**src/dprs_pkg.sv**
```systemverilog
`timescale 1ns / 1ps
// Shared types and constants for the drain pump retry sequencer.
// No dependencies; imported by every module of the block.
package dprs_pkg;

	localparam int ADC_BITS = 10;
	localparam int CFG_IDX_W = 3;
	localparam int CFG_DATA_W = 16;

	// register indexes on the configuration port
	localparam logic [CFG_IDX_W-1:0] REG_FIRST_ON_TICKS    = 3'd0;
	localparam logic [CFG_IDX_W-1:0] REG_REST_TICKS        = 3'd1;
	localparam logic [CFG_IDX_W-1:0] REG_RETRY_ON_TICKS    = 3'd2;
	localparam logic [CFG_IDX_W-1:0] REG_RETRY_LIMIT       = 3'd3;
	localparam logic [CFG_IDX_W-1:0] REG_TRIP_THRESHOLD    = 3'd4;
	localparam logic [CFG_IDX_W-1:0] REG_IDLE_THRESHOLD    = 3'd5;
	localparam logic [CFG_IDX_W-1:0] REG_IDLE_FILTER_TICKS = 3'd6;
	localparam logic [CFG_IDX_W-1:0] REG_TRIP_FILTER_TICKS = 3'd7;

	// register defaults after reset
	localparam logic [15:0]         RST_FIRST_ON_TICKS    = 16'd900;
	localparam logic [15:0]         RST_REST_TICKS        = 16'd60;
	localparam logic [15:0]         RST_RETRY_ON_TICKS    = 16'd120;
	localparam logic [5:0]          RST_RETRY_LIMIT       = 6'd44;
	localparam logic [ADC_BITS-1:0] RST_TRIP_THRESHOLD    = ADC_BITS'(40);
	localparam logic [ADC_BITS-1:0] RST_IDLE_THRESHOLD    = ADC_BITS'(175);
	localparam logic [7:0]          RST_IDLE_FILTER_TICKS = 8'd5;
	localparam logic [7:0]          RST_TRIP_FILTER_TICKS = 8'd5;

	typedef struct packed {
		logic [15:0]         first_on_ticks;
		logic [15:0]         rest_ticks;
		logic [15:0]         retry_on_ticks;
		logic [5:0]          retry_limit;
		logic [ADC_BITS-1:0] trip_threshold;
		logic [ADC_BITS-1:0] idle_threshold;
		logic [7:0]          idle_filter_ticks;
		logic [7:0]          trip_filter_ticks;
	} cfg_t;

	typedef struct packed {
		logic                run_request;
		logic                restart_sequence;
		logic [ADC_BITS-1:0] current_sample;
	} in_item_t;

	typedef struct packed {
		logic       motor_enable;
		logic       load_seen;
		logic       trip_seen;
		logic       fault_flag;
		logic       run_active;
		logic [5:0] phase_number;
	} out_item_t;

endpackage

```
**src/dprs_cfg.sv**
```systemverilog
`timescale 1ns / 1ps
// Configuration register file of the drain pump retry sequencer.
// Depends on dprs_pkg for the register indexes, defaults and cfg_t.
module dprs_cfg (
	input  logic                              clk,
	input  logic                              arst_n,
	input  logic                              cfg_write_en,
	input  logic [dprs_pkg::CFG_IDX_W-1:0]    cfg_index,
	input  logic [dprs_pkg::CFG_DATA_W-1:0]   cfg_data,
	output dprs_pkg::cfg_t                    cfg
);
	import dprs_pkg::*;

	cfg_t cfg_q;

	always_ff @(posedge clk or negedge arst_n) begin
		if (!arst_n) begin
			cfg_q.first_on_ticks    <= RST_FIRST_ON_TICKS;
			cfg_q.rest_ticks        <= RST_REST_TICKS;
			cfg_q.retry_on_ticks    <= RST_RETRY_ON_TICKS;
			cfg_q.retry_limit       <= RST_RETRY_LIMIT;
			cfg_q.trip_threshold    <= RST_TRIP_THRESHOLD;
			cfg_q.idle_threshold    <= RST_IDLE_THRESHOLD;
			cfg_q.idle_filter_ticks <= RST_IDLE_FILTER_TICKS;
			cfg_q.trip_filter_ticks <= RST_TRIP_FILTER_TICKS;
		end else if (cfg_write_en) begin
			case (cfg_index)
				REG_FIRST_ON_TICKS:    cfg_q.first_on_ticks    <= cfg_data[15:0];
				REG_REST_TICKS:        cfg_q.rest_ticks        <= cfg_data[15:0];
				REG_RETRY_ON_TICKS:    cfg_q.retry_on_ticks    <= cfg_data[15:0];
				REG_RETRY_LIMIT:       cfg_q.retry_limit       <= cfg_data[5:0];
				REG_TRIP_THRESHOLD:    cfg_q.trip_threshold    <= cfg_data[ADC_BITS-1:0];
				REG_IDLE_THRESHOLD:    cfg_q.idle_threshold    <= cfg_data[ADC_BITS-1:0];
				REG_IDLE_FILTER_TICKS: cfg_q.idle_filter_ticks <= cfg_data[7:0];
				REG_TRIP_FILTER_TICKS: cfg_q.trip_filter_ticks <= cfg_data[7:0];
				default: ;
			endcase
		end
	end

	assign cfg = cfg_q;

endmodule

```
**src/dprs_step.sv**
```systemverilog
`timescale 1ns / 1ps
// Sequencer state and its one-tick update: phase timing, retry fault and
// current filters. Depends on dprs_pkg for cfg_t, in_item_t and out_item_t.
module dprs_step (
	input  logic                clk,
	input  logic                arst_n,
	input  logic                step_en,
	input  dprs_pkg::cfg_t      cfg,
	input  dprs_pkg::in_item_t  item,
	output dprs_pkg::out_item_t result
);
	import dprs_pkg::*;

	logic        run_flag_q;
	logic [5:0]  phase_index_q;
	logic        phase_is_on_q;
	logic [15:0] phase_countdown_q;
	logic        fault_q;
	logic        load_flag_q;
	logic [7:0]  load_countdown_q;
	logic        trip_flag_q;
	logic [7:0]  trip_countdown_q;
	logic        drive_q;

	logic        run_d;
	logic [5:0]  index_d;
	logic        is_on_d;
	logic [15:0] countdown_d;
	logic        fault_d;
	logic        load_flag_d;
	logic [7:0]  load_cnt_d;
	logic        trip_flag_d;
	logic [7:0]  trip_cnt_d;
	logic        drive_d;
	logic        trip_pre;
	logic [7:0]  trip_cnt_pre;
	logic [7:0]  load_cnt_dec;
	logic [5:0]  index_in;

	always_comb begin
		index_in = item.restart_sequence ? 6'd0 : phase_index_q;
		run_d       = item.run_request;
		is_on_d     = item.run_request ? phase_is_on_q : 1'b0;
		index_d     = item.run_request ? index_in : 6'd0;
		countdown_d = item.run_request ? phase_countdown_q : 16'd0;
		fault_d     = fault_q;
		load_flag_d = load_flag_q;
		load_cnt_d  = load_countdown_q;
		trip_flag_d = trip_flag_q;
		trip_cnt_d  = trip_countdown_q;
		drive_d     = drive_q;
		trip_pre     = trip_flag_q;
		trip_cnt_pre = trip_countdown_q;
		load_cnt_dec = load_countdown_q;

		if (!run_d || fault_q) begin
			// stopped or faulted: drive off, re-arm both filters
			drive_d     = 1'b0;
			load_flag_d = 1'b1;
			load_cnt_d  = cfg.idle_filter_ticks;
			trip_flag_d = 1'b1;
			trip_cnt_d  = cfg.trip_filter_ticks;
		end else if (countdown_d == 16'd0) begin
			// phase load tick: drive and filters hold
			is_on_d = ~index_d[0];
			if (index_d == 6'd0)
				countdown_d = cfg.first_on_ticks;
			else
				countdown_d = is_on_d ? cfg.retry_on_ticks : cfg.rest_ticks;
			index_d = 6'(index_d + 6'd1);
			if (index_d > cfg.retry_limit)
				fault_d = 1'b1;
		end else begin
			countdown_d = 16'(countdown_d - 16'd1);
			if (is_on_d) begin
				// a pending trip forces one off tick
				if (trip_flag_q) begin
					trip_pre     = 1'b0;
					trip_cnt_pre = cfg.trip_filter_ticks;
					drive_d      = 1'b0;
				end else begin
					drive_d = 1'b1;
				end
				if (item.current_sample < cfg.trip_threshold) begin
					if (trip_cnt_pre != 8'd0) begin
						trip_cnt_d  = 8'(trip_cnt_pre - 8'd1);
						trip_flag_d = trip_pre;
					end else begin
						trip_cnt_d  = trip_cnt_pre;
						trip_flag_d = 1'b1;
					end
				end else begin
					trip_flag_d = 1'b0;
					trip_cnt_d  = cfg.trip_filter_ticks;
				end
				if (item.current_sample < cfg.idle_threshold) begin
					if (load_countdown_q != 8'd0)
						load_cnt_dec = 8'(load_countdown_q - 8'd1);
					load_cnt_d = load_cnt_dec;
					if (load_cnt_dec == 8'd0)
						load_flag_d = 1'b0;
				end else begin
					load_flag_d = 1'b1;
					load_cnt_d  = cfg.idle_filter_ticks;
				end
			end else begin
				drive_d     = 1'b0;
				load_flag_d = 1'b1;
				load_cnt_d  = cfg.idle_filter_ticks;
				trip_flag_d = 1'b1;
				trip_cnt_d  = cfg.trip_filter_ticks;
			end
		end
	end

	always_ff @(posedge clk or negedge arst_n) begin
		if (!arst_n) begin
			run_flag_q        <= 1'b0;
			phase_index_q     <= 6'd0;
			phase_is_on_q     <= 1'b0;
			phase_countdown_q <= 16'd0;
			fault_q           <= 1'b0;
			load_flag_q       <= 1'b0;
			load_countdown_q  <= RST_IDLE_FILTER_TICKS;
			trip_flag_q       <= 1'b0;
			trip_countdown_q  <= RST_TRIP_FILTER_TICKS;
			drive_q           <= 1'b0;
		end else if (step_en) begin
			run_flag_q        <= run_d;
			phase_index_q     <= index_d;
			phase_is_on_q     <= is_on_d;
			phase_countdown_q <= countdown_d;
			fault_q           <= fault_d;
			load_flag_q       <= load_flag_d;
			load_countdown_q  <= load_cnt_d;
			trip_flag_q       <= trip_flag_d;
			trip_countdown_q  <= trip_cnt_d;
			drive_q           <= drive_d;
		end
	end

	always_comb begin
		result.motor_enable = drive_d;
		result.load_seen    = load_flag_d;
		result.trip_seen    = trip_flag_d;
		result.fault_flag   = fault_d;
		result.run_active   = run_d;
		result.phase_number = index_d;
	end

endmodule

```
**src/drain_pump_retry_sequencer.sv**
```systemverilog
`timescale 1ns / 1ps
// Drain pump retry sequencer: one control tick in, one status result out.
// Channels: in_valid/in_stall/in_data carries a tick (run_request,
// restart_sequence, current_sample); out_valid/out_stall/out_data carries
// the drive and status flags of that tick. A transfer happens at a clock
// edge with valid high and stall low.
// A tick taken is held in the input register; its result is written to the
// output register when that register frees up, and shows then.
// Throughput: one tick per cycle while not stalled; the whole phase, fault and
// filter update is one short compare-and-count path between the two registers.
// When the receiver stalls, the result holds and the input register keeps
// one waiting tick; in_stall rises only when both are full.
// Configuration: cfg_write_en, cfg_index, cfg_data write registers 0..7
// and are meant to be used only while no tick is in flight.
// Reset (arst_n low): config returns to defaults, the sequence stops with
// the drive off, both registers drop their contents.
// Depends on dprs_pkg, dprs_cfg and dprs_step.
module drain_pump_retry_sequencer (
	input  logic                            clk,
	input  logic                            arst_n,
	input  logic                            in_valid,
	output logic                            in_stall,
	input  dprs_pkg::in_item_t              in_data,
	output logic                            out_valid,
	input  logic                            out_stall,
	output dprs_pkg::out_item_t             out_data,
	input  logic                            cfg_write_en,
	input  logic [dprs_pkg::CFG_IDX_W-1:0]  cfg_index,
	input  logic [dprs_pkg::CFG_DATA_W-1:0] cfg_data
);
	import dprs_pkg::*;

	cfg_t      cfg;
	in_item_t  item_s1;
	logic      valid_s1;
	out_item_t result;
	out_item_t out_data_q;
	logic      out_valid_q;
	logic      advance;
	logic      in_take;

	// move the held tick forward when the result register frees up
	assign advance  = valid_s1 && (!out_valid_q || !out_stall);
	assign in_stall = valid_s1 && !advance;
	assign in_take  = in_valid && !in_stall;

	dprs_cfg u_cfg (
		.clk          (clk),
		.arst_n       (arst_n),
		.cfg_write_en (cfg_write_en),
		.cfg_index    (cfg_index),
		.cfg_data     (cfg_data),
		.cfg          (cfg)
	);

	dprs_step u_step (
		.clk     (clk),
		.arst_n  (arst_n),
		.step_en (advance),
		.cfg     (cfg),
		.item    (item_s1),
		.result  (result)
	);

	always_ff @(posedge clk or negedge arst_n) begin
		if (!arst_n) begin
			valid_s1 <= 1'b0;
		end else if (in_take) begin
			valid_s1 <= 1'b1;
		end else if (advance) begin
			valid_s1 <= 1'b0;
		end
	end

	always_ff @(posedge clk) begin
		if (in_take)
			item_s1 <= in_data;
	end

	always_ff @(posedge clk or negedge arst_n) begin
		if (!arst_n) begin
			out_valid_q <= 1'b0;
		end else if (advance) begin
			out_valid_q <= 1'b1;
		end else if (!out_stall) begin
			out_valid_q <= 1'b0;
		end
	end

	always_ff @(posedge clk) begin
		if (advance)
			out_data_q <= result;
	end

	assign out_valid = out_valid_q;
	assign out_data  = out_data_q;

endmodule

```
**config.mk**
```make
export PLATFORM = sky130hd
export DESIGN_NAME = drain_pump_retry_sequencer
export DESIGN_NICKNAME = d
export VERILOG_FILES = /design/src/dprs_pkg.sv /design/src/dprs_cfg.sv /design/src/dprs_step.sv /design/src/drain_pump_retry_sequencer.sv
export SDC_FILE = /design/constraint.sdc
export NUM_CORES = 1
export LEC_CHECK = 0
export BUFFER_PORTS_ARGS = -buffer_cell sky130_fd_sc_hd__buf_2
export CORE_ASPECT_RATIO = 0.8
export CORE_UTILIZATION = 66
export CTS_BUF_LIST = sky130_fd_sc_hd__clkbuf_16
export CTS_CLUSTER_DIAMETER = 150
export DETAILED_ROUTE_END_ITERATION = 6
export PLACE_DENSITY_LB_ADDON = 0.2
export SLEW_MARGIN = 10
export SYNTH_ARGS = -nofsm -noshare
export SYNTH_HDL_FRONTEND = slang
export SYNTH_SLANG_ARGS = --single-unit
```
**constraint.sdc**
```tcl
create_clock -name clk -period 6.8 [get_ports clk]
set_input_delay 0.68 -clock clk [delete_from_list [all_inputs] [get_ports clk]]
set_output_delay 0.68 -clock clk [all_outputs]
set_load 0.02 [all_outputs]
```
Word-level counts from Yosys, hierarchy flattened
Index checks and enable logic that the tools add are counted.
{ "word_totals": {"out_inout_bits": 13, "input_bits": 36, "wordCells": 122, "register_bits": 158} }
{ "classes": {"mux": 51, "n_eq_ne": 9, "n_lt_le_gt_ge": 3, "n_bitwise": 1, "addsub": 4, "n_reduce_logical": 26} }
{ "ops": {"columns": ["op", "count"], "rows": [
  ["$mux 8", 18],
  ["$mux 16", 5],
  ["$mux 1", 24],
  ["$mux 6", 4],
  ["$lt 10x10->1", 2],
  ["$reduce_and 2->1", 9],
  ["$logic_not 16->1", 1],
  ["$reduce_bool 8->1", 2],
  ["$sub 16x1->16 const B", 1],
  ["$sub 8x1->8 const B", 2],
  ["$eq 3x3->1 const B", 4],
  ["$logic_not 8->1", 1],
  ["$add 6x1->6 const B", 1],
  ["$eq 3x2->1 const B", 2],
  ["$gt 6x6->1", 1],
  ["$logic_not 6->1", 1],
  ["$logic_not 1->1", 5],
  ["$ne 2x1->1 const B", 2],
  ["$eq 3x1->1 const B", 1],
  ["$logic_and 1x1->1", 3],
  ["$logic_not 3->1", 1],
  ["$logic_or 1x1->1", 2],
  ["$reduce_bool 2->1", 1],
  ["$not 1->1", 1]
]} }

Logic depth before layout (Yosys ltp)
Gate-level depths: netlist of the first run.
{ "depth": {"depth_word": 12, "ltp_mapped": 13, "depth_no_buf": 11} }

Modules after synthesis
A second synthesis of the first run with hierarchy kept.
{ "unflattened": {"cells_unflattened": 780, "hier_area_um2": 8675.8} }
{ "by_module_without_submodules": {"columns": ["mod", "area_per_inst_um2", "instances", "seq_area_each_um2", "cells_each"], "rows": [
  ["dprs_step", 4383.0, 1, 1081.0, 550],
  ["dprs_cfg", 3509.6, 1, 2285.9, 199],
  ["drain_pump_retry_sequencer", 783.3, 1, 740.7, 31]
]} }

Worst setup path before layout of the first run
Ideal clock, no wire load.
{ "synth_path": {"path_kind": "reg-to-reg", "start": "reg u_step.phase_index_q[0]", "end": "reg u_step.phase_countdown_q[15]", "required_time_ns": 6.705, "period_less_slack_ns": 2.746, "path_buffers": 5, "slack_ns": 4.054, "stages_incl_launch_ff": 14, "setup_time_ns": 0.095, "arrival_ns": 2.651, "cell_sequence": "dfrtp_1 clkbuf_1 and3b_1 clkbuf_1 inv_2 buf_1 ha_1 o21ai_0 clkbuf_1 clkbuf_1 nor2_1 a2111oi_0 a21oi_1 o31ai_1"} }
{ "synth_via": {"elab_chain_cells": 6, "elab_cells_between_ends": 7, "classes_between": "mux: 6; reduce/logical: 1"} }
{ "synth_rtl": {"columns": ["element", "line_no", "source"], "rows": [
  ["start, declared", "dprs_step.sv:15", "logic [5:0] phase_index_q;"],
  ["start signal, assigned", "dprs_step.sv:130", "phase_index_q <= index_d;"],
  ["$mux 6 (*)", "dprs_step.sv:41", "index_in = item.restart_sequence ? 6'd0 : phase_index_q;"],
  ["$mux 6 (*)", "dprs_step.sv:44", "index_d = item.run_request ? index_in : 6'd0;"],
  ["$logic_not 6->1 or $mux 16 (tied branches)", "dprs_step.sv:66, dprs_step.sv:69", null],
  ["$mux 16 (*)", "dprs_step.sv:66", "if (index_d == 6'd0)"],
  ["$mux 16 (*)", "dprs_step.sv:63", "end else if (countdown_d == 16'd0) begin"],
  ["$mux 16 (*)", "dprs_step.sv:56", "if (!run_d || fault_q) begin"],
  ["end signal, assigned", "dprs_step.sv:132", "phase_countdown_q <= countdown_d;"],
  ["end, declared", "dprs_step.sv:17", "logic [15:0] phase_countdown_q;"]
]} }
Mark *: on every way between the ends. The rest lies on a longest branch, timed or not.
A chain may end at the register's enable or synchronous reset.

Final worst setup path of the first run
{ "layout_path": {"start": "reg item_s1[11] in the netlist's numbering", "end": "reg u_step.phase_countdown_q[0]"} }
{ "layout_via": {"elab_chain_cells": 5, "elab_cells_between_ends": 11, "classes_between": "add/sub: 1; mux: 6; reduce/logical: 4"} }
{ "layout_rtl": {"columns": ["element", "line_no", "source"], "rows": [
  ["start, declared", "drain_pump_retry_sequencer.sv:34", "in_item_t item_s1;"],
  ["start signal, assigned", "drain_pump_retry_sequencer.sv:77", "item_s1 <= in_data;"],
  ["parallel branches: the longest is 4 deep, another holds $sub 16x1->16", null, null],
  ["$mux 16 (*)", "dprs_step.sv:56", null]
]} }
Every way passes the cells marked *.

==> run summary, run 1 <==
For the number of hold violations in the final report, the log shows 0. The area fraction of the dominant cell type after synthesis is 0.312, and the area of the core region is 12300 um^2. The run gives 158 as the total clock sinks.

Once placement finished, the instance area stood at 8690 um^2. The tool flagged a number of max-cap violations equal to 0. The initial antenna violation count is 0.

The number of levels the H-tree was split into is 4. The logs give 17 for the number of CTS-inserted buffers and 244 uV for the largest voltage drop on the vdd net. Buffers inserted to repair hold after CTS numbered 0. The number of detailed-route iterations in the first pass came out at 7. The normalized max-slew margin came out at 0.269. The tools report the net count after synthesis as 850. The cell area after synthesis was 8340 um^2; the number of diodes was 0. Including well taps, the total number of placed cells is 973. The run gives 0.314 as the overall track demand over capacity in global routing. After technology mapping, the gate count stands at 785. Summed over all instances, the cell type with the most area after synthesis is sky130_fd_sc_hd__dfrtp_1. The commonest cells after synthesis are sky130_fd_sc_hd__dfrtp_1, sky130_fd_sc_hd__mux2_2, sky130_fd_sc_hd__nand2_1.

The main combinational cell family by area after synthesis was multiplexers. Counting flops and latches in the post-synthesis netlist gives 158. Yosys printed 0 warnings. The master cell of the clock root buffer is sky130_fd_sc_hd__clkbuf_16. The final layout contains 886 nets.

Biggest cell delay along the critical path: 0.81 ns. The number of buffers and inverters on the critical path is 1, and the detailed placement HPWL is 12.9 mm. The simple logic cell fraction of the synthesized area is 0.145. The tools report the global placer's final weighted congestion as 0.878.

Most instantiated flip-flop cell in the synthesis netlist: sky130_fd_sc_hd__dfrtp_1. The synthesized-area fraction occupied by ao, oa, aoi and oai cells is 0.119, and the period utilization is 0.516. STA classifies the critical path startpoint as a register. The arrival time reported for the critical path endpoint is 3.83 ns, and the transition at the pin with the smallest max-transition slack is 1.10 ns. In this run the static leakage power is 0.00409 uW. The cell row count is 36.

The slack of the worst reg-to-reg path was 3.29 ns; the via count of the first global-routing pass was 6101. Dividing the detail-routed via count by the number of cells gives 6.27. The synthesized design contains 23 enable-type register cells.

Post-synthesis average cell area: 10.6 um^2. The initial core utilization was 0.681. The endpoint identified for the worst register-to-register timing path is u_step.phase_countdown_q[0]$_DFFE_PN0P_. The count of cells in the finished layout, fillers not included, comes to 1005.

By instance count, the leading cell after synthesis is sky130_fd_sc_hd__dfrtp_1. Cell family with the largest share of critical-path delay: simple AND/OR/NAND/NOR gates. After detailed routing, the average wire length per cell comes to 19.0 um.

Timing startpoint of the critical path: item_s1[11]$_DFFE_PP_. The remaining antenna violation count after routing came out at 0. The signal on the critical path passes through and3b_1 -> inv_2 -> ha_1 -> o21ai_2 -> mux2_2 -> nor3_1 -> a311oi_1 -> a22o_1. Measured along the y axis, the die boundary spans 103 um. The final instance area is 9290 um^2, and the time the worst path needs with I/O delays and setup is 3.51 ns. For the remaining global-route overflow, the log shows 0. The tightest min-delay check is of the in2async type. The tools report the maximum number of pins on one net before global-route repair as 69. The number of max-slew violations in the final report is 0, and the final total negative setup slack is 0 ns. The share of final-layout standard cells stronger than drive strength 1 works out to 0.259.

Along the worst path, the maximum fanout reaches 29. Fraction of the yosys area taken by sequential cells: 0.493. The logs give 49 for the number of top-level design ports and 0 for the number of cells upsized or downsized after cts.

Buffers added to address setup during post-CTS repair amount to 0. For the count of vias placed by the detailed router, the log shows 6300. Clock-pin slew was measured on the worst setup and hold paths at 0.06 ns. Category of the worst setup path capture point: a register. Clock skew on the completed layout was measured at 0.00820 ns. The startpoint identified for the worst register-to-register timing path is item_s1[11]$_DFFE_PP_.

After the first detailed-routing iteration, the DRC count stood at 567. Measured along the x axis, the die boundary spans 128 um. In the routed design, unresolved DRC markers number 0. The first global-routing pass estimated 31.1 mm of wire. The power density of the placed cells is 288 nW/um^2, and the multiplexer share of the synthesized area is 0.146. For this run, the top clock speed supported by timing is 285 MHz. Setup repair after global routing left no endpoint under its margin.

The count of port buffers added during placement was 48; the growth of design area from synthesis to finish was 11.4%. For this design, the slowest cell found on the critical path is sky130_fd_sc_hd__edfxtp_1. Data on the critical path is required at its endpoint by 7.12 ns. The number of cells on the worst reg-to-reg path works out to 8. The run finished with clean final reports. The proportion of synthesized flip-flops having asynchronous set or reset was 0.854. The count of filler cells inserted in the layout was 848. After synthesis, the cell types taking the most area are sky130_fd_sc_hd__dfrtp_1, sky130_fd_sc_hd__mux2_2, sky130_fd_sc_hd__dfstp_2.

Clock latency on the worst-skew pair, taken at its later pin, is 0.43 ns. The number of buffers on the longest clock path is 2. The netlist uses 64 different library cells. Summed over all layers, the routed wires come to 19.1 mm.

The category of the most critical setup path was reg2reg. The xor and xnor fraction of the mapped netlist area is 0.0168, and the arithmetic-cell share of the synthesized area counting full adders, half adders and majority gates is 0.0435. The die covers 13100 um^2. TritonCTS built the clock tree. For the number of endpoints failing setup at the final stage, the log shows 0.
==> sequential cells by signal, summed over array words and instances (netlist names), 6 cells and up <==
| signal | flops |
|---|---|
| u_step.load_countdown_q | 8 |
| u_step.phase_countdown_q | 16 |
| u_step.phase_index_q | 6 |
| item_s1 | 12 |
| u_step.trip_countdown_q | 8 |
| out_data | 11 |
| u_cfg.cfg | 90 |
==> cells by family after synthesis <==
kind of cell	count (synthesis)
flip-flops	158
AO/OA/AOI/OAI	154
buffers and inverters	75
XOR/XNOR	16
adder cells (fa/ha/maj)	29
multiplexers	111
AND/OR/NAND/NOR	242
==> worst max path at each step <==
stage | depth (start not counted) | endpoint | slack (ns)
2_1_floorplan | 13 | u_step.phase_countdown_q[15]$_DFFE_PN0P_ | 4.05
3_3_place_gp | 8 | u_step.phase_countdown_q[0]$_DFFE_PN0P_ | 3.57
3_5_place_dp | 8 | u_step.phase_countdown_q[0]$_DFFE_PN0P_ | 3.38
4_1_cts | 8 | u_step.phase_countdown_q[0]$_DFFE_PN0P_ | 3.35
5_1_grt | 8 | u_step.phase_countdown_q[15]$_DFFE_PN0P_ | 3.03
6_report | 8 | u_step.phase_countdown_q[0]$_DFFE_PN0P_ | 3.29
==> layout make-up <==
type	instances	area, um^2	share of cell area
flip-flops and latches	158	4110	0.442
multi-input cells	552	3940	0.424
clock buffers	19	475	0.0512
repair buffers	55	295	0.0318
well taps	171	214	0.0230
inverters	37	139	0.0150
clock inverters	13	119	0.0128
==> cell usage in the layout, fill, tap and decap left out, drive strengths merged, types with 5 or more instances in the layout <==
master    n
a21o      7
o21a      6
nor2     48
ha       29
edfxtp   23
mux2     87
or4       6
and3      8
clkbuf   19
a21oi    27
xor2      8
nor3     22
o21ai    53
mux2i    24
clkinv    6
dfrtp   104
o211ai    9
a31oi     5
nand2b    7
xnor2     8
nand2    84
o31ai     9
nand4     6
dfstp    31
nand3    26
inv      41
buf      55
or3       6
nor4      8
==> power by group <==
group / switching [uW] / total (uW) / internal, uW
clock network: 383 / 961 / 578
registers: 115 / 1260 / 1140
logic: 242 / 458 / 216
total: 740 / 2680 / 1940
==> per-layer routing <==
metal | up-vias | wire, um | GRT usage | part of all wire
li1 | 2911 | - | - | -
met1 | 3128 | 8320 | 0.412 | 0.44
met2 | 224 | 9310 | 0.525 | 0.49
met3 | 37 | 1080 | 0.0680 | 0.057
met4 | 0 | 339 | 0.115 | 0.018
met5 | - | 0 | 0 | 0
==> per-stage QoR <==
| stage | utilization | hold WS [ns] | setup WS, ns | power, uW |
|---|---|---|---|---|
| after floorplan | - | 0.384 | 4.05 | 1570 |
| after global placement | 0.710 | 0.474 | 3.57 | 1680 |
| after detailed placement | 0.710 | 0.475 | 3.38 | 1720 |
| after CTS | 0.758 | 0.376 | 3.35 | 2680 |
| after global routing | 0.758 | 0.402 | 3.03 | 2800 |
| final | 0.758 | 0.352 | 3.29 | 2680 |
No activity file was read; power rests on OpenSTA's default activity.
==> run 2: changes to the inputs <==
--- a/config.mk
+++ b/config.mk
@@ -5,9 +5,10 @@
 export SDC_FILE = /design/constraint.sdc
 export NUM_CORES = 1
 export LEC_CHECK = 0
+export ABC_AREA = 1
 export BUFFER_PORTS_ARGS = -buffer_cell sky130_fd_sc_hd__buf_2
 export CORE_ASPECT_RATIO = 0.8
-export CORE_UTILIZATION = 66
+export CORE_UTILIZATION = 62
 export CTS_BUF_LIST = sky130_fd_sc_hd__clkbuf_16
 export CTS_CLUSTER_DIAMETER = 150
 export DETAILED_ROUTE_END_ITERATION = 6
==> constraint.sdc (replaced) <==
create_clock -name clk -period 3.3 [get_ports clk]
set_input_delay 0.33 -clock clk [delete_from_list [all_inputs] [get_ports clk]]
set_output_delay 0.33 -clock clk [all_outputs]
set_load 0.02 [all_outputs]
==> run 2 against run 1 <==
Against the previous run:
- sequential power rose by 110%
- global-route usage decreased by 1.6 points
- clock power is 85% higher
- largest power group unchanged
- area after synthesis up 2.8%
- worst setup slack worse by 2.6 ns
- maximum frequency is 36% higher
- sequential cell count unchanged
- utilization shrank 6.0 points
- clock-buffer cell count shrank 1
- critical path depth is 3 higher
- clock skew decreased by 0.0020 ns
- total power up 120%
==> run summary, run 2 <==
For the arrival time reported for the critical path endpoint, the log shows 2.90 ns (-0.93 ns). STA classifies the critical path startpoint as a register. The logs give 0 (unchanged) for the number of endpoints failing setup at the final stage and 32.9 mm (+5.6%) for the wire length of the first global-routing pass. For the detailed-route wire length on metal 1, the log shows 9.74 mm (+17%).

For the initial core utilization, the log shows 0.633 (-0.0478). The critical path's slowest cell was sky130_fd_sc_hd__edfxtp_1. Clock tree synthesis selected as its root buffer the cell sky130_fd_sc_hd__clkbuf_16. The power density of the placed cells is 615 nW/um^2 (+110%), and the cell depth of the worst hold path is 1.

For the wire length on met2, the log shows 8.37 mm (-10%). Number of warnings issued by yosys: 0 (unchanged). Data required time of the worst path: 3.62 ns (-3.50 ns).

The commonest cells after synthesis are sky130_fd_sc_hd__nand2_1, sky130_fd_sc_hd__o21ai_0, sky130_fd_sc_hd__dfrtp_1. The biggest cell delay along the critical path works out to 0.50 ns (-0.31 ns). Final instance area: 9460 um^2 (+1.9%). The proportion of synthesized flip-flops having asynchronous set or reset was 0.854 (unchanged); the number of diodes was 0 (unchanged).

The transition at the pin with the smallest max-transition slack is 0.949 ns (-0.147 ns), and the fraction of the yosys area taken by sequential cells is 0.479 (-0.0136). The number of max-capacitance violations reported was 0 (unchanged); the number of buffers and inverters on the critical path was 3 (+2). STA classifies the critical path endpoint as a register. The worst setup path is of the reg2reg kind.

The tools report the remaining antenna violation count after routing as 0 (unchanged). Worst hold slack: 0.0702 ns (-0.282 ns). The tools report the critical register-to-register path startpoint as item_s1[11]$_DFFE_PP_.

Cell accounting for the most synthesized area: sky130_fd_sc_hd__dfrtp_1. Flop and latch count out of synthesis: 158 (unchanged). The logs give 1091 (+29%) for the count of filler cells inserted in the layout and 8570 um^2 (+2.8%) for the cell area after synthesis. The overall track demand over capacity in global routing was 0.298 (-0.0158). The number of CTS-inserted buffers came out at 17 (unchanged). The top cell types in the final layout, fill and taps aside, are sky130_fd_sc_hd__nand2_1, sky130_fd_sc_hd__o21ai_0, sky130_fd_sc_hd__inv_1. The highest layer touched by signal routing is met4. The internal power of the cells came out at 3890 uW (+100%). The static leakage came out at 0.00462 uW (+13%). The post-CTS setup buffer count is 0 (unchanged).

The number of detailed-route iterations in the first pass is 5 (-2). Sorting the synthesized cells by area gives the leading types as sky130_fd_sc_hd__dfrtp_1, sky130_fd_sc_hd__nand2_1, sky130_fd_sc_hd__dfstp_2. The final total negative setup slack is 0 ns (unchanged). For the remaining global-route overflow, the log shows 0 (unchanged). The growth of design area from synthesis to finish came out at 10.3%. The tools report the final setup skew as 0.00617 ns (-0.00202 ns). The logs give 1159 (+31%) for the net count of the finished layout and 0.366 (+0.0968) for the normalized max-slew margin. The share of final-layout standard cells stronger than drive strength 1 came out at 0.155 (-0.104). Among all flip-flop cells after synthesis, the most frequent one is sky130_fd_sc_hd__dfrtp_1.

The number of top-level design ports was 49 (unchanged). Number of enable-type register cells in the synthesized netlist: 23 (unchanged). The total clock sinks came out at 158 (unchanged).

The tightest min-delay check is of the in2reg type. The per-cell via count in the routed design was 5.55 (-11%); the area of the core region was 13600 um^2 (+11%). By instance count, the leading cell after synthesis is sky130_fd_sc_hd__nand2_1. The time the worst path needs with I/O delays and setup is 2.58 ns (-0.930 ns), and the number of cells on the worst reg-to-reg path is 11 (+3). The number of max-slew violations in the final report is 0 (unchanged). Hold-fix buffer count after cts: 1 (+1). The logs give 7141 (+13%) for the count of vias placed by the detailed router and 6478 (+6.2%) for the via count of the first global-routing pass. The largest voltage drop on the vdd net is 522 uV (+110%), and the flip-flop count of the largest register after layout is 90 (unchanged). The reg-to-reg critical path endpoint was u_step.trip_flag_q$_DFFE_PN0P_.

The height of the chip is 107 um (+4.5%). End point of the worst hold path: item_s1[2]$_DFFE_PP_. The most common cell after layout, fill and taps aside is sky130_fd_sc_hd__nand2_1.

The count of port buffers added during placement is 48 (unchanged), and the number of levels the H-tree was split into is 4 (unchanged). The clock transition time at the flip-flop clock pins of the worst setup and hold paths was 0.06 ns (about the same). The cell row count is 38 (+5.6%), and the highest fanout seen on the critical path is 25 (-14%).

The post-synthesis average cell area came out at 8.11 um^2 (-24%). The startpoint identified for the worst hold timing path is in_data[2]. Highest attainable clock frequency: 388 MHz (+36%). Broken down by cell family, the worst path's largest delay share belongs to simple AND/OR/NAND/NOR gates. The logs give 14300 um^2 (+9.3%) for the total die area and 3840 um^2 (-2.5%) for the combined area of the multi-input logic cells. The net count after synthesis was 1122 (+32%); the final routed DRC violation total was 0 (unchanged).

The width of the die is 133 um (+4.6%), and the synthesized instance count is 1057 (+35%). The combinational power share is 0.239 (+0.068). For the total detailed-routing wirelength, the log shows 20.0 mm (+4.9%).

The maximum number of pins on one net before global-route repair was 63 (-8.7%); the area fraction of the dominant cell type after synthesis was 0.304 (-0.00861). Portion of total power attributed to the clock network: 0.306 (-0.053). Detailed placement HPWL: 13.7 mm (+5.9%). The period utilization was 0.781 (+0.265). The clock latency on the worst-skew pair is 0.44 ns (about the same). The number of hold violations in the final report was 0 (unchanged); the number of cells upsized or downsized after cts was 0 (unchanged). For the standard cell area after detailed placement, the log shows 8920 um^2 (+2.6%). The tools report the initial DRC count as 742 (+31%). The logs give 0.895 (+1.9%) for the global placer's final weighted congestion and 4110 um^2 (unchanged) for the area occupied by registers. The run gives 0.455 (-0.015) as the relative contribution of sequential cells to total power.

The final routed wire length divided by cell count is 15.5 um (-18%). The distinct cell type count of the synthesized netlist was 43 (-33%); the switching portion of total power was 0.332 (+0.0551). The run gives 1930 uW (+160%) as the switching power of the nets. The run gives 1.65 mm (+54%) as the routed wire length on met3.

The run finished with clean final reports. The number of buffers on the longest clock path was 2 (unchanged); the initial antenna violation count was 0 (unchanged). TritonCTS built the clock tree.

Setup repair after global routing left no endpoint under its margin. Slack of the worst reg-to-reg path: 0.72 ns (-2.57 ns). Traced cell by cell, the critical path runs through buf_4 -> nand2_1 -> nand2_1 -> nor2_2 -> nand2_2 -> nor2_8 -> nand2_4 -> nand2_4 -> inv_2 -> o22ai_1 -> inv_1.
==> run 2: cell types whose count changed after synthesis, sizes merged, moves of 9 or more <==
cell   previous run  this run
nand2            84       332
a21oi            27        56
mux2i            24         0
buf              10        20
mux2             87         0
nor2             48        75
inv              37       108
nor3             22         2
o31ai             9         0
o21ai            53       122
nand3            26        64
==> run 2: power by group through the flow <==
| stage | sequential (uW) | clock [uW] | combinational [uW] |
|---|---|---|---|
| 2_1_floorplan | 2610 | 0 | 1040 |
| 3_3_place_gp | 2660 | 0 | 1320 |
| 3_5_place_dp | 2670 | 0 | 1370 |
| 4_1_cts | 2640 | 1790 | 1380 |
| 5_1_grt | 2680 | 1880 | 1600 |
| 6_report | 2640 | 1780 | 1390 |
==> run 2: cell families (layout without fill, tap and decap cells) <==
kind of cell | Yosys count | in the layout | synth area share
adder cells (fa/ha/maj) | 29 | 29 | 0.0423
AO/OA/AOI/OAI | 209 | 209 | 0.131
buffers and inverters | 150 | 200 | 0.0731
AND/OR/NAND/NOR | 495 | 495 | 0.258
XOR/XNOR | 16 | 16 | 0.0163
flip-flops | 158 | 158 | 0.479
==> run 2: area by class of cell <==
cell class,count,share of cell area
sequential,158,0.434
tap,180,0.0238
inverter,109,0.0440
clock inverter,14,0.00820
timing repair buffer,59,0.0364
clock buffer,18,0.0476
multi-input combinational,749,0.406
==> run 2: per-layer routing <==
| metal | GRT usage | up-vias |
|---|---|---|
| met4 | 0.0731 | 0 |
| met3 | 0.0842 | 21 |
| met2 | 0.418 | 256 |
| met1 | 0.452 | 3346 |
| met5 | 0 | - |
| li1 | - | 3518 |
==> run 2: stage by stage <==
stage	util	std cells	power, uW	worst slack, ns
final	0.698	1287	5820	0.722
after global routing	0.698	1287	6160	0.492
after CTS	0.698	1287	5810	0.801
after detailed placement	0.659	1254	4030	0.814
after global placement	0.659	1254	3980	0.879
after floorplan	-	1057	3650	0.998
==> run 2: worst max-delay path by stage <==
stage / startpoint / endpoint / slack, ns / cells past startpoint
3_3_place_gp: item_s1[11]$_DFFE_PP_ / u_step.trip_flag_q$_DFFE_PN0P_ / 0.88 / 11
2_1_floorplan: item_s1[11]$_DFFE_PP_ / out_data[7]$_DFFE_PP_ / 1.0 / 16
5_1_grt: item_s1[10]$_DFFE_PP_ / out_data[7]$_DFFE_PP_ / 0.49 / 16
6_report: item_s1[11]$_DFFE_PP_ / u_step.trip_flag_q$_DFFE_PN0P_ / 0.72 / 11
4_1_cts: item_s1[10]$_DFFE_PP_ / out_data[7]$_DFFE_PP_ / 0.80 / 16
3_5_place_dp: item_s1[11]$_DFFE_PP_ / u_step.trip_flag_q$_DFFE_PN0P_ / 0.81 / 11
